--- src/design/row_transition_band_detector_defines.svh ---
// Assertion macros used by the row transition band detector top level.
`ifndef ROW_TRANSITION_BAND_DETECTOR_DEFINES_SVH
`define ROW_TRANSITION_BAND_DETECTOR_DEFINES_SVH

// Same-cycle implication, checked outside reset.
`define RTBD_ASSERT_NOW(label, ante, cons, msg) \
   label: assert property (@(posedge clock) disable iff (reset) (ante) |-> (cons)) \
      else $error(msg);

// Next-cycle implication, checked outside reset.
`define RTBD_ASSERT_NEXT(label, ante, cons, msg) \
   label: assert property (@(posedge clock) disable iff (reset) (ante) |=> (cons)) \
      else $error(msg);

`endif

--- src/design/rtbd_pkg.sv ---
// Types and constants of the row transition band detector.
package rtbd_pkg;

   localparam int PIXEL_W  = 8;
   localparam int CHG_W    = 11;
   localparam int HEIGHT_W = 10;
   localparam int ROWF_W   = 10;
   localparam int TOTAL_W  = 10;
   localparam int CSR_IDX_W = 1;
   localparam int CSR_DATA_W = 11;
   localparam int RSP_DATA_W = 32;

   localparam logic [CHG_W-1:0]   CHG_MAX   = 11'd2047;
   localparam logic [TOTAL_W-1:0] BAND_MAX  = 10'd512;
   localparam logic [CHG_W-1:0]   THRESHOLD_RESET  = 11'd7;
   localparam logic [HEIGHT_W-1:0] MIN_HEIGHT_RESET = 10'd8;

   // Register indexes of the configuration port.
   localparam logic [CSR_IDX_W-1:0] CSR_THRESHOLD  = 1'b0;
   localparam logic [CSR_IDX_W-1:0] CSR_MIN_HEIGHT = 1'b1;

   // Result kinds.
   localparam logic KIND_BAND    = 1'b0;
   localparam logic KIND_SUMMARY = 1'b1;

   // Output queue depth; an accepted word may push two results.
   localparam int RSP_DEPTH = 4;
   localparam int RSP_PTR_W = 2;
   localparam int RSP_LVL_W = 3;

   typedef struct packed {
      logic                kind;
      logic [ROWF_W-1:0]   band_start;
      logic [ROWF_W-1:0]   band_end;
      logic [TOTAL_W-1:0]  band_total;
      logic                last;
   } rsp_item_type;

   typedef struct packed {
      logic         valid0;
      logic         valid1;
      rsp_item_type item0;
      rsp_item_type item1;
   } rsp_push_type;

endpackage

--- src/design/row_transition_band_detector.sv ---
// Top level of the row transition band detector.
//
//   channel   dir   handshake           payload
//   req_      in    tvalid/tready       tdata pixel, tlast row_end, tuser frame_end
//   rsp_      out   tvalid/tready       tdata band rows and total, tlast last, tuser kind
//   csr_      in    wr_en (no wait)     index, wdata
//
// One pixel word is taken per cycle; the band decision is made in the cycle the
// word is accepted and its results enter a four-entry result queue.
// The queue can absorb the two results of a frame-end word, so input is held
// back only while fewer than two queue entries are free.
// Results leave one per cycle; a stalled result side fills the queue and then stalls input.
// Reset is synchronous and clears the row, band and frame state and the queue.
module row_transition_band_detector #(
   parameter int MAX_ROWS = 1024
) (
   input  logic                                clock,
   input  logic                                reset,
   // req_tdata: pixel [7:0]
   input  logic                                req_tvalid,
   output logic                                req_tready,
   input  logic [rtbd_pkg::PIXEL_W-1:0]        req_tdata,
   input  logic                                req_tlast,
   // req_tuser: frame_end [0]
   input  logic                                req_tuser,
   // rsp_tdata: band_start [9:0], band_end [19:10], band_total [29:20], zero [31:30]
   output logic                                rsp_tvalid,
   input  logic                                rsp_tready,
   output logic [rtbd_pkg::RSP_DATA_W-1:0]     rsp_tdata,
   output logic                                rsp_tlast,
   // rsp_tuser: kind [0]
   output logic                                rsp_tuser,
   input  logic                                csr_wr_en,
   input  logic [rtbd_pkg::CSR_IDX_W-1:0]      csr_index,
   input  logic [rtbd_pkg::CSR_DATA_W-1:0]     csr_wdata
);
   import rtbd_pkg::*;

   logic [CHG_W-1:0]    threshold_ff;
   logic [HEIGHT_W-1:0] min_height_ff;
   logic                req_accept;
   logic                rsp_accept;
   rsp_push_type        push;
   rsp_item_type        head;
   logic                queue_room2;
   logic [RSP_LVL_W-1:0] queue_level;

   always_ff @(posedge clock) begin
      if (reset) begin
         threshold_ff  <= THRESHOLD_RESET;
         min_height_ff <= MIN_HEIGHT_RESET;
      end else if (csr_wr_en) begin
         unique case (csr_index)
            CSR_THRESHOLD:  threshold_ff  <= csr_wdata;
            CSR_MIN_HEIGHT: min_height_ff <= csr_wdata[HEIGHT_W-1:0];
            default: ;
         endcase
      end
   end

   assign req_tready = queue_room2;
   assign req_accept = req_tvalid && req_tready;
   assign rsp_accept = rsp_tvalid && rsp_tready;

   rtbd_core #(
      .MAX_ROWS (MAX_ROWS)
   ) u_core (
      .clock      (clock),
      .reset      (reset),
      .accept     (req_accept),
      .pixel      (req_tdata),
      .row_end    (req_tlast),
      .frame_end  (req_tuser),
      .threshold  (threshold_ff),
      .min_height (min_height_ff),
      .push       (push)
   );

   rtbd_rsp_fifo u_rsp_fifo (
      .clock     (clock),
      .reset     (reset),
      .push      (push),
      .pop       (rsp_accept),
      .head      (head),
      .not_empty (rsp_tvalid),
      .room2     (queue_room2),
      .level     (queue_level)
   );

   assign rsp_tdata = {2'b00, head.band_total, head.band_end, head.band_start};
   assign rsp_tlast = head.last;
   assign rsp_tuser = head.kind;

`include "row_transition_band_detector_defines.svh"

   `RTBD_ASSERT_NOW(a_queue_bound, 1'b1, queue_level <= RSP_LVL_W'(RSP_DEPTH), "result queue overflow")
   `RTBD_ASSERT_NEXT(a_frame_summary, req_accept && req_tuser, rsp_tvalid, "frame end gave no summary")
   `RTBD_ASSERT_NOW(a_summary_rows, rsp_tvalid && (rsp_tuser == KIND_SUMMARY), (rsp_tdata[19:0] == 20'd0) && rsp_tlast, "summary carries band rows or is not last")

endmodule

--- src/design/rtbd_core.sv ---
// Per-row change counting and band open/close decisions.
module rtbd_core #(
   parameter int MAX_ROWS = 1024
) (
   input  logic                            clock,
   input  logic                            reset,
   input  logic                            accept,
   input  logic [rtbd_pkg::PIXEL_W-1:0]    pixel,
   input  logic                            row_end,
   input  logic                            frame_end,
   input  logic [rtbd_pkg::CHG_W-1:0]      threshold,
   input  logic [rtbd_pkg::HEIGHT_W-1:0]   min_height,
   output rtbd_pkg::rsp_push_type          push
);
   import rtbd_pkg::*;

   localparam int RowW  = $clog2(MAX_ROWS);
   localparam int SpanW = (RowW > HEIGHT_W) ? RowW : HEIGHT_W;
   localparam logic [RowW-1:0] RowLast = RowW'(MAX_ROWS - 1);

   logic [PIXEL_W-1:0] prev_pixel_ff, prev_pixel_in;
   logic               has_pixel_ff, has_pixel_in;
   logic [CHG_W-1:0]   chg_count_ff, chg_count_in;
   logic [RowW-1:0]    row_ff, row_in;
   logic               open_ff, open_in;
   logic [RowW-1:0]    start_ff, start_in;
   logic [TOTAL_W-1:0] total_ff, total_in;

   logic [CHG_W-1:0]   chg_next;
   logic               row_done;
   logic               busy;
   logic [RowW-1:0]    span;
   logic               span_ok;
   logic               close;
   logic [RowW-1:0]    end_row;
   logic [TOTAL_W-1:0] total_next;
   rsp_item_type       report;
   rsp_item_type       summary;

   always_comb begin
      chg_next = chg_count_ff;
      if (has_pixel_ff && (pixel != prev_pixel_ff) && (chg_count_ff != CHG_MAX)) begin
         chg_next = chg_count_ff + 1'b1;
      end
      row_done = row_end || frame_end;
      busy     = chg_next >= threshold;
      span     = row_ff - start_ff;
      span_ok  = (row_ff >= start_ff) && (SpanW'(span) >= SpanW'(min_height));
      close    = row_done && open_ff && !busy && span_ok;
      // A band that closes on its own start row reports that row as its end.
      end_row  = (row_ff > start_ff) ? (row_ff - 1'b1) : start_ff;
      total_next = total_ff;
      if (close && (total_ff < BAND_MAX)) begin
         total_next = total_ff + 1'b1;
      end

      report.kind       = KIND_BAND;
      report.band_start = ROWF_W'(start_ff);
      report.band_end   = ROWF_W'(end_row);
      report.band_total = total_next;
      report.last       = !frame_end;

      summary.kind       = KIND_SUMMARY;
      summary.band_start = '0;
      summary.band_end   = '0;
      summary.band_total = total_next;
      summary.last       = 1'b1;

      push.valid0 = accept && (close || frame_end);
      push.valid1 = accept && close && frame_end;
      push.item0  = close ? report : summary;
      push.item1  = summary;
   end

   always_comb begin
      prev_pixel_in = prev_pixel_ff;
      has_pixel_in  = has_pixel_ff;
      chg_count_in  = chg_count_ff;
      row_in        = row_ff;
      open_in       = open_ff;
      start_in      = start_ff;
      total_in      = total_ff;
      if (accept) begin
         if (frame_end) begin
            // Frame end drops any open band and starts the next frame clean.
            prev_pixel_in = '0;
            has_pixel_in  = 1'b0;
            chg_count_in  = '0;
            row_in        = '0;
            open_in       = 1'b0;
            start_in      = '0;
            total_in      = '0;
         end else begin
            prev_pixel_in = pixel;
            has_pixel_in  = !row_done;
            chg_count_in  = row_done ? '0 : chg_next;
            total_in      = total_next;
            if (row_done) begin
               if (row_ff != RowLast) begin
                  row_in = row_ff + 1'b1;
               end
               if (!open_ff && busy) begin
                  open_in  = 1'b1;
                  start_in = row_ff;
               end else if (close) begin
                  open_in = 1'b0;
               end
            end
         end
      end
   end

   always_ff @(posedge clock) begin
      if (reset) begin
         prev_pixel_ff <= '0;
         has_pixel_ff  <= 1'b0;
         chg_count_ff  <= '0;
         row_ff        <= '0;
         open_ff       <= 1'b0;
         start_ff      <= '0;
         total_ff      <= '0;
      end else begin
         prev_pixel_ff <= prev_pixel_in;
         has_pixel_ff  <= has_pixel_in;
         chg_count_ff  <= chg_count_in;
         row_ff        <= row_in;
         open_ff       <= open_in;
         start_ff      <= start_in;
         total_ff      <= total_in;
      end
   end

endmodule

--- src/design/rtbd_rsp_fifo.sv ---
// Result queue taking up to two results per cycle and giving one.
module rtbd_rsp_fifo (
   input  logic                               clock,
   input  logic                               reset,
   input  rtbd_pkg::rsp_push_type             push,
   input  logic                               pop,
   output rtbd_pkg::rsp_item_type             head,
   output logic                               not_empty,
   output logic                               room2,
   output logic [rtbd_pkg::RSP_LVL_W-1:0]     level
);
   import rtbd_pkg::*;

   rsp_item_type         items_ff [RSP_DEPTH];
   logic [RSP_PTR_W-1:0] wr_ptr_ff, wr_ptr_in;
   logic [RSP_PTR_W-1:0] rd_ptr_ff, rd_ptr_in;
   logic [RSP_LVL_W-1:0] level_ff, level_in;
   logic [RSP_LVL_W-1:0] push_n;
   logic                 pop_ok;

   always_comb begin
      pop_ok    = pop && (level_ff != '0);
      push_n    = RSP_LVL_W'(push.valid0) + RSP_LVL_W'(push.valid1);
      wr_ptr_in = wr_ptr_ff + RSP_PTR_W'(push_n);
      rd_ptr_in = rd_ptr_ff + RSP_PTR_W'(pop_ok);
      level_in  = level_ff + push_n - RSP_LVL_W'(pop_ok);
   end

   always_ff @(posedge clock) begin
      if (push.valid0) begin
         items_ff[wr_ptr_ff] <= push.item0;
      end
      if (push.valid1) begin
         items_ff[wr_ptr_ff + 1'b1] <= push.item1;
      end
   end

   always_ff @(posedge clock) begin
      if (reset) begin
         wr_ptr_ff <= '0;
         rd_ptr_ff <= '0;
         level_ff  <= '0;
      end else begin
         wr_ptr_ff <= wr_ptr_in;
         rd_ptr_ff <= rd_ptr_in;
         level_ff  <= level_in;
      end
   end

   assign head      = items_ff[rd_ptr_ff];
   assign not_empty = level_ff != '0;
   assign room2     = level_ff <= RSP_LVL_W'(RSP_DEPTH - 2);
   assign level     = level_ff;

endmodule

--- config.mk ---
export PLATFORM = sky130hd
export DESIGN_NAME = row_transition_band_detector
export DESIGN_NICKNAME = d
export VERILOG_FILES = /design/src/design/rtbd_pkg.sv /design/src/design/row_transition_band_detector.sv /design/src/design/rtbd_core.sv /design/src/design/rtbd_rsp_fifo.sv
export VERILOG_INCLUDE_DIRS = /design/src /design/src/design
export SDC_FILE = /design/constraint.sdc
export NUM_CORES = 1
export LEC_CHECK = 0
export ABC_AREA = 1
export BUFFER_PORTS_ARGS = -buffer_cell sky130_fd_sc_hd__clkbuf_2
export CORE_AREA = 10 10 215 217
export DETAILED_ROUTE_END_ITERATION = 6
export DIE_AREA = 0 0 225 227
export PLACE_DENSITY_LB_ADDON = 0.2
export SETUP_SLACK_MARGIN = 0.02
export SLEW_MARGIN = 30
export SYNTH_ARGS = -nofsm -noshare
export SYNTH_HDL_FRONTEND = slang
export SYNTH_HIERARCHICAL = 1
export SYNTH_SLANG_ARGS = --single-unit
export TNS_END_PERCENT = 10
--- constraint.sdc ---
create_clock -name clock -period 6.6 [get_ports clock]
set_input_delay 0.33 -clock clock [delete_from_list [all_inputs] [get_ports clock]]
set_output_delay 0.33 -clock clock [all_outputs]
set_load 0.02 [all_outputs]
======== Yosys cells after proc, flatten, opt, wreduce, memory -nomap -nowiden ========
Memory sizes are Yosys's and may differ from the RTL's. A register that Yosys moved wholly into a read port is not among the register bits.
Cells that the tools add are included.
storage, ports and cells
  bits in registers ....................... 79
  bits in writable memories ............... 128
  input bits .............................. 27
  logic and storage cells ................. 88
  memories ................................ 1
operators by class
  add/sub/neg operators ................... 11
  $lt $le $gt $ge ......................... 6
  eq/ne operators ......................... 3
  mux-type cells .......................... 24
  bitwise logic cells ..................... 1
  reduce and logical (&&, ||, !) cells .... 30
memories
  memory               words  width  read ports  clocked after memory_dff  write ports  RTL line             source
  u_rsp_fifo.items_ff  4      32     1           1                         2            rtbd_rsp_fifo.sv:14  rsp_item_type items_ff [RSP_DEPTH];
operator list
  cell                                                                              count
  10-bit two-way mux                                                                9
  11-bit two-way mux                                                                3
  32-bit two-way mux                                                                1
  10-bit by 1-bit adder with 10-bit output, second input constant                   2
  10-bit >= comparator                                                              2
  1-bit logical AND                                                                 14
  11-bit by 1-bit adder with 11-bit output, second input constant                   1
  11-bit >= comparator                                                              1
  11-bit != test, second input constant                                             1
  10-bit greater-than comparator                                                    1
  10-bit less-than comparator, second input constant                                1
  10-bit != test, second input constant                                             1
  10-bit by 1-bit subtractor with 10-bit output, second input constant              1
  10-bit subtractor                                                                 1
  1-bit two-way mux                                                                 9
  3-bit AND reduction                                                               3
  8-bit two-way mux                                                                 1
  8-bit != test                                                                     1
  2-bit nonzero test                                                                3
  3-bit nonzero test                                                                2
  1-bit logical NOT                                                                 4
  2-bit AND reduction                                                               2
  3-bit adder                                                                       1
  3-bit by 2-bit less-or-equal comparator with 1-bit output, second input constant  1
  8 further kinds                                                                   9

======== Longest topological paths before layout ========
Gate-level depths: netlist of run 1.
  word-level depth ........................ 13
  mapped depth ............................ 31

======== Cells and area by module ========
The synthesis of run 1 kept the hierarchy.
by module, submodules not included
  module                        times used  cells each  area each (um^2)
  rtbd_rsp_fifo                 1           750         6897.9
  rtbd_core                     1           728         4610.7
  row_transition_band_detector  1           119         928.4

======== Worst setup path before layout of run 1 ========
No wires, ideal clock.
  path kind ............................... register to register
  start ................................... register u_core.chg_count_ff[0]
  end ..................................... memory u_rsp_fifo/items_ff[3][0] (netlist bit), enable pin
  arrival time ............................ 5.137 ns
  data required time ...................... 6.130 ns
  path slack .............................. 0.993 ns
  stages on the path, launching flop included .. 22
  clock period less this slack ............ 5.607 ns
  path through ............................ dfxtp_1 > ha_1 > nand2_1 > nor2_1 > nand3_1 > nor3_2 > nand2_1 > nand2_1 > nand2_1 > and2_1 > ha_1 > nand2_1 > nor2_1 > nor2_1 > nor2_1 > nor2_1 > nand3_2 > nor2_8 > nor2_1 > nor2_1 > inv_1 > o31ai_1
RTL lines
  element                 RTL line             source
  from (decl)             rtbd_core.sv:23      logic [CHG_W-1:0] chg_count_ff, chg_count_in;
  from (signal assigned)  rtbd_core.sv:125     chg_count_ff <= chg_count_in;
  to (decl)               rtbd_rsp_fifo.sv:14

==> metrics.md, run 1 <==
| Metric | Value |
|---|---|
| Clock Path Buffers | `3` |
| DR WL/cell | `13.9 um` |
| Yosys reg bits | `207` |
| Die X | `225 um` |
| CP Capture Type | `flip-flop` |
| Max incr delay on CP | `0.42 ns` |
| Fmax | `189 MHz` |
| Max VDD drop | `0.167 mV` |
| Clock Latency Late Sink | `0.54 ns` |
| Layout cell share with drive strength beyond 1 | `0.105` |
| Synth warnings | `6` |
| Critical Path RT | `7.06 ns` |
| Sum of negative setup slack | `0 ns` |
| Core area | `0.0418 mm2` |
| Outcome | `completed` |
| Hold Path Class | `in -> reg` |
| Min Tclk post-route | `5.29 ns` |
| CTS clk-pin slew, worst paths | `0.06 ns` |
| Synth cell types | `52` |
| Antenna-violating nets left | `0` |
| Post-Synthesis Cells | `1,597` |
| Synth async-reset ratio | `0` |
| Worst reg2reg setup slack | `1.31 ns` |
| Leak | `5.53 nW` |
| DP HPWL | `20,500 um` |
| # resized after CTS | `0` |
| Max Cap Viol | `0` |
| Top-area cell type share of the netlist area | `0.309` |
| Top cells by area, synth | `edfxtp_1 31%, dfxtp_1 13%, nand2_1 12%` |
| Crit Reg-Reg Startpoint | `u_core/chg_count_ff[0]$_SDFFE_PP0P_` |
| Clock Sinks | `207` |
| Synth area leader | `edfxtp_1` |
| Non-filler instance count after layout | `2,156` |
| Via count | `9,746` |
| # IOs | `63` |
| Final Net Count | `1,670` |
| Critical path class | `reg -> reg` |
| DRC | `0` |
| FF-to-FF path depth | `28` |
| Final Hold Violating Endpoints | `0` |
| Post-synth EDFFs | `128` |
| Commonest non-fill, non-tap cell in the layout | `nand2_1` |
| Setup violations, final | `0` |
| Post-CTS Setup Bufs | `0` |
| # rows | `75` |
| Critical Path End | `u_rsp_fifo/level[2]$_SDFF_PP0_` |
| Worst slew margin | `0.424` |
| Post-route core utilization | `0.329` |
| First-pass GRT wire length | `49,700 um` |
| Final Wtd Congestion | `0.846` |
| Largest net degree at the start of global routing | `69` |
| Worst Setup SP | `u_core/chg_count_ff[0]$_SDFFE_PP0P_` |
| Routed WL | `30,000 um` |
| Sequential-to-total area share from yosys stat | `0.436` |
| Most used DFF post-synth | `edfxtp_1` |
| Die Ht | `227 um` |
| Vias per cell | `4.52` |
| Setup slack after layout | `1.31 ns` |
| Unrepaired setup endpoints after global routing | `false` |
| Reg-to-Reg End | `u_rsp_fifo/level[2]$_SDFF_PP0_` |
| Beginning of the worst hold path | `req_tdata[3]` |
| Grt total ovfl | `0` |
| Syn_area_per_cell | `7.79 um2` |
| Highest-delay cell along the critical path | `dfxtp_1` |
| Area delta synth->final | `10.3%` |
| Worst path arrival time | `5.75 ns` |
| GRT Total Usage | `0.119` |
| Final worst-path cycle share | `0.801` |
| Initial Util | `0.298` |
| CTS H-tree depth | `1` |
| Cell total after placement | `2,111` |
| Vias in the first global route | `9,591` |
| Startpoint types | `flip-flop` |
| Slew Viols, Final | `0` |
| Worst slew pin tran | `0.863 ns` |
| Diode count | `0` |
| Worst hold margin | `0.0520 ns` |
| Fin Clk Skew | `0.0142 ns` |
| DRT Pass-1 Iters | `4` |
| CTS Buf Count | `25` |
| CP max FO | `19` |
| Pre-CTS WS | `1.30 ns` |
| Pwr dens | `262 mW/mm2` |
| Root buf cell | `clkbuf_16` |
| 1st-iter DRT viols | `426` |
| Initial antenna violation count | `0` |
| Port bufs | `60` |
| TritonCTS clock tree | `built` |
| Syn Std Cell Area | `0.0124 mm2` |
| DIE AREA | `0.0511 mm2` |
| Most frequent cells in the layout | `402 x nand2_1, 228 x inv_1, 138 x o21ai_1` |
==> kinds of logic after synthesis <==
kind of cell    count (synthesis)  share of synthesized area
other cells                     3                   0.000905
flops                         207                      0.436
compound gates                335                      0.146
buf+inv                       360                      0.137
fa+ha+maj                      43                     0.0445
xor+xnor                       33                     0.0232
simple gates                  616                      0.212
==> registers in the layout, summed over array words and instances (netlist names), 2 cells and up <==
name,count
min_height_ff,10
threshold_ff,11
u_core/chg_count_ff,11
u_core/prev_pixel_ff,8
u_core/row_ff,10
u_core/start_ff,10
u_core/total_ff,10
u_rsp_fifo/items_ff,128
u_rsp_fifo/level,3
u_rsp_fifo/rd_ptr_ff,2
u_rsp_fifo/wr_ptr_ff,2
==> power breakdown <==
group | total, W | internal, W | switching, W | leakage, nW
registers | 0.00149 | 0.00143 | 0.0000581 | 1.75
logic | 0.000659 | 0.000200 | 0.000459 | 3.37
clock network | 0.00145 | 0.000891 | 0.000560 | 0.407
total | 0.00360 | 0.00252 | 0.00108 | 5.53
==> Yosys cell counts (4+ instances only) <==
master	instances
clkbuf_1	13
buf_6	11
and2_1	5
o31ai_1	4
xor2_1	21
a211oi_1	4
nand2_2	5
o21ai_1	138
inv_1	228
o21ai_0	46
ha_1	41
edfxtp_1	128
a21oi_1	98
nor2_2	11
xnor2_1	12
inv_2	11
buf_4	57
nor3_1	11
nor2_1	88
nand4_1	7
buf_2	27
dfxtp_1	79
nand3_2	11
nand3_1	57
nand3b_1	4
buf_1	4
o211ai_1	34
nand2_1	402
==> layer usage <==
metal  share of wire  global-route usage
met5               0                   0
met4           0.020              0.0325
met1            0.48               0.155
met2            0.46               0.199
met3           0.040              0.0197
==> final cells by class <==
class | instances | area, um2
Fill cell | 4396 | 28000
Multi-Input combinational cell | 1051 | 5450
Sequential cell | 207 | 5430
Inverter | 243 | 913
Tap cell | 539 | 674
Clock buffer | 28 | 637
Timing Repair Buffer | 72 | 393
Clock inverter | 16 | 224
==> timing repair <==
action	in CTS	in global routing
hold buffers	1	0
endpoints found under the hold margin	1	0
endpoints found under the setup margin	0	0
==> worst min path at each step <==
| stage | to | slack [ns] | cells past startpoint |
|---|---|---|---|
| 6_report | u_core/prev_pixel_ff[3]$_SDFFE_PP0P_ | 0.05 | 3 |
| 5_1_grt | u_core/prev_pixel_ff[3]$_SDFFE_PP0P_ | 0.05 | 3 |
| 4_1_cts | u_core/prev_pixel_ff[3]$_SDFFE_PP0P_ | 0.03 | 3 |
| 3_5_place_dp | u_core/start_ff[6]$_SDFFE_PP0P_ | 0.45 | 2 |
| 3_3_place_gp | u_core/start_ff[9]$_SDFFE_PP0P_ | 0.45 | 2 |
| 2_1_floorplan | u_rsp_fifo/level[1]$_SDFF_PP0_ | 0.40 | 1 |
==> worst max-delay path, delay by kind of cell (launching register included) <==
family / cells / cell delay [ns]
compound gates: 1 / 0.12
fa+ha+maj: 6 / 1.51
buf+inv: 3 / 0.17
flops: 1 / 0.42
simple gates: 18 / 2.99
==> through the flow <==
step,power (W),instance area [um2]
finish,0.00360,13700
global route,0.00380,13700
floorplan,0.00200,12500
global placement,0.00218,12800
CTS,0.00366,13700
detailed placement,0.00219,12800
Note: power is estimated with default switching activity, not from simulation.
==> inputs of run 2 (changes only) <==
- clock period: 6.6 -> 5.55 ns (I/O delays scaled with it)
==> metrics.md, run 2 (same netlist as run 1, synthesis figures left out) <==
| Metric | Value |
|---|---|
| Initial antenna violation count | `0` |
| Sw power | `0.00125 W` |
| FF+latch area | `0.00543 mm2` |
| TritonCTS clock tree | `built` |
| Clock Latency Late Sink | `0.52 ns` |
| CTS H-tree depth | `1` |
| Cell total after placement | `2,113` |
| Worst reg2reg setup slack | `0.49 ns` |
| FF-to-FF path depth | `29` |
| Worst hold margin | `0.0249 ns` |
| Port bufs | `60` |
| Crit Reg-Reg Startpoint | `u_core/chg_count_ff[0]$_SDFFE_PP0P_` |
| Worst slew margin | `0.400` |
| FILL cells | `4,385` |
| Routed WL | `30,100 um` |
| Sequential Power Share | `0.436` |
| Largest registers | `u_rsp_fifo/items_ff x128, threshold_ff x11, u_core/chg_count_ff x11` |
| Pwr dens | `296 mW/mm2` |
| DRT Pass-1 Iters | `5` |
| First-pass GRT wire length | `48,500 um` |
| CTS Buf Count | `25` |
| 1st-iter DRT viols | `424` |
| Antenna-violating nets left | `0` |
| CP max FO | `19` |
| Switch share | `0.307` |
| Final Net Count | `1,679` |
| Final Wtd Congestion | `0.854` |
| Critical path class | `reg -> reg` |
| DRC | `0` |
| Most frequent CP cell | `nor2_1` |
| GRT Total Usage | `0.117` |
| Worst slew pin tran | `0.899 ns` |
| Layout cell share with drive strength beyond 1 | `0.102` |
| Placed cell area | `0.0129 mm2` |
| WHS Endpoint | `min_height_ff[7]$_SDFFE_PP0P_` |
| Most flop-heavy register | `u_rsp_fifo/items_ff` |
| Max VDD drop | `0.132 mV` |
| Internal power | `0.00281 W` |
| Fin area | `0.0137 mm2` |
| Clock power frac | `0.369` |
| Max incr delay on CP | `0.42 ns` |
| Unrepaired setup endpoints after global routing | `false` |
| DIE AREA | `0.0511 mm2` |
| Reg-to-Reg End | `u_rsp_fifo/level[2]$_SDFF_PP0_` |
| Largest net degree at the start of global routing | `70` |
| # IOs | `63` |
| Critical Path RT | `5.99 ns` |
| Slew Viols, Final | `0` |
| Min Tclk post-route | `5.06 ns` |
| Startpoint types | `flip-flop` |
| Worst path arrival time | `5.49 ns` |
| Hold Path Class | `in -> reg` |
| Core area | `0.0418 mm2` |
| DR WL/cell | `13.9 um` |
| DP HPWL | `20,100 um` |
| Die X | `225 um` |
| Diode count | `0` |
| Max Cap Viol | `0` |
| Final Power | `0.00406 W` |
| Root buf cell | `clkbuf_16` |
| Final worst-path cycle share | `0.911` |
| Setup violations, final | `0` |
| # rows | `75` |
| CTS clk-pin slew, worst paths | `0.06 ns` |
| Beginning of the worst hold path | `csr_wdata[7]` |
| Non-filler instance count after layout | `2,165` |
| Final Hold Violating Endpoints | `0` |
| Commonest non-fill, non-tap cell in the layout | `nand2_1` |
| Vias per cell | `4.53` |
| Vias in the first global route | `9,261` |
| Initial Util | `0.298` |
| Grt total ovfl | `0` |
| Leak | `5.53 nW` |
| Die Ht | `227 um` |
| CP Capture Type | `flip-flop` |
| Fmax | `198 MHz` |
| Multi-input logic area | `0.00545 mm2` |
| Via count | `9,803` |
| Max reg flops | `128` |
| Hold path cells | `3` |
| Outcome | `completed` |
| Fin Clk Skew | `0.0112 ns` |
| Post-CTS Setup Bufs | `0` |
| Clock Sinks | `207` |
| Clock Path Buffers | `3` |
| Logic pwr share | `0.195` |
| Highest-delay cell along the critical path | `dfxtp_1` |
| Sum of negative setup slack | `0 ns` |
| Most frequent cells in the layout | `401 x nand2_1, 228 x inv_1, 138 x o21ai_1` |
| Area delta synth->final | `10.1%` |
-- run 2: per-stage QoR --
stage | worst slack (ns) | utilization
global placement | 0.550 | 0.308
CTS | 0.403 | 0.328
finish | 0.494 | 0.328
floorplan | -0.0572 | -
detailed placement | 0.433 | 0.308
global route | 0.0304 | 0.328
-- run 2: cell type report --
class | instances | area share
Sequential cell | 207 | 0.396
Timing Repair Buffer | 81 | 0.0358
Clock inverter | 13 | 0.00640
Inverter | 243 | 0.0667
Clock buffer | 31 | 0.0473
Tap cell | 539 | 0.0492
Multi-Input combinational cell | 1051 | 0.398
-- run 2: critical path, delay by kind of cell, from the launching register on --
family | cells | cell delay, ns
compound gates | 1 | 0.13
buf+inv | 4 | 0.33
fa+ha+maj | 6 | 1.43
flops | 1 | 0.42
simple gates | 18 | 2.68
-- run 2: per-layer routing --
layer,wire length [um],GRT usage
met1,14500,0.151
met2,14000,0.201
met3,1220,0.0193
met4,351,0.0224
met5,0,0
-- run 2: power groups by stage --
stage	combinational [W]	sequential (W)	clock (W)
after global routing	0.000903	0.00178	0.00163
after detailed placement	0.000802	0.00180	0
final	0.000789	0.00177	0.00150
after CTS	0.000809	0.00177	0.00156
after floorplan	0.000623	0.00176	0
after global placement	0.000793	0.00180	0
-- run 2: worst max path at each step --
stage                                        startpoint                                  end  slack [ns]  depth (start not counted)
global placement    u_core/chg_count_ff[0]$_SDFFE_PP0P_       u_rsp_fifo/level[2]$_SDFF_PP0_        0.55                         29
finish              u_core/chg_count_ff[0]$_SDFFE_PP0P_       u_rsp_fifo/level[2]$_SDFF_PP0_        0.49                         29
global route        u_core/chg_count_ff[0]$_SDFFE_PP0P_       u_rsp_fifo/level[2]$_SDFF_PP0_        0.03                         29
CTS                 u_core/chg_count_ff[0]$_SDFFE_PP0P_       u_rsp_fifo/level[2]$_SDFF_PP0_        0.40                         29
detailed placement  u_core/chg_count_ff[0]$_SDFFE_PP0P_       u_rsp_fifo/level[2]$_SDFF_PP0_        0.43                         29
floorplan           u_core/chg_count_ff[0]$_SDFFE_PP0P_  u_rsp_fifo/items_ff[3][0]$_DFFE_PP_       -0.06                         21
-- run 2: timing repair --
item / 4_1_cts / 5_1_grt
endpoints found under the setup margin: 0 / 1
endpoints found under the hold margin: 8 / 0
hold buffers: 8 / 0
gates resized for setup: 0 / 1
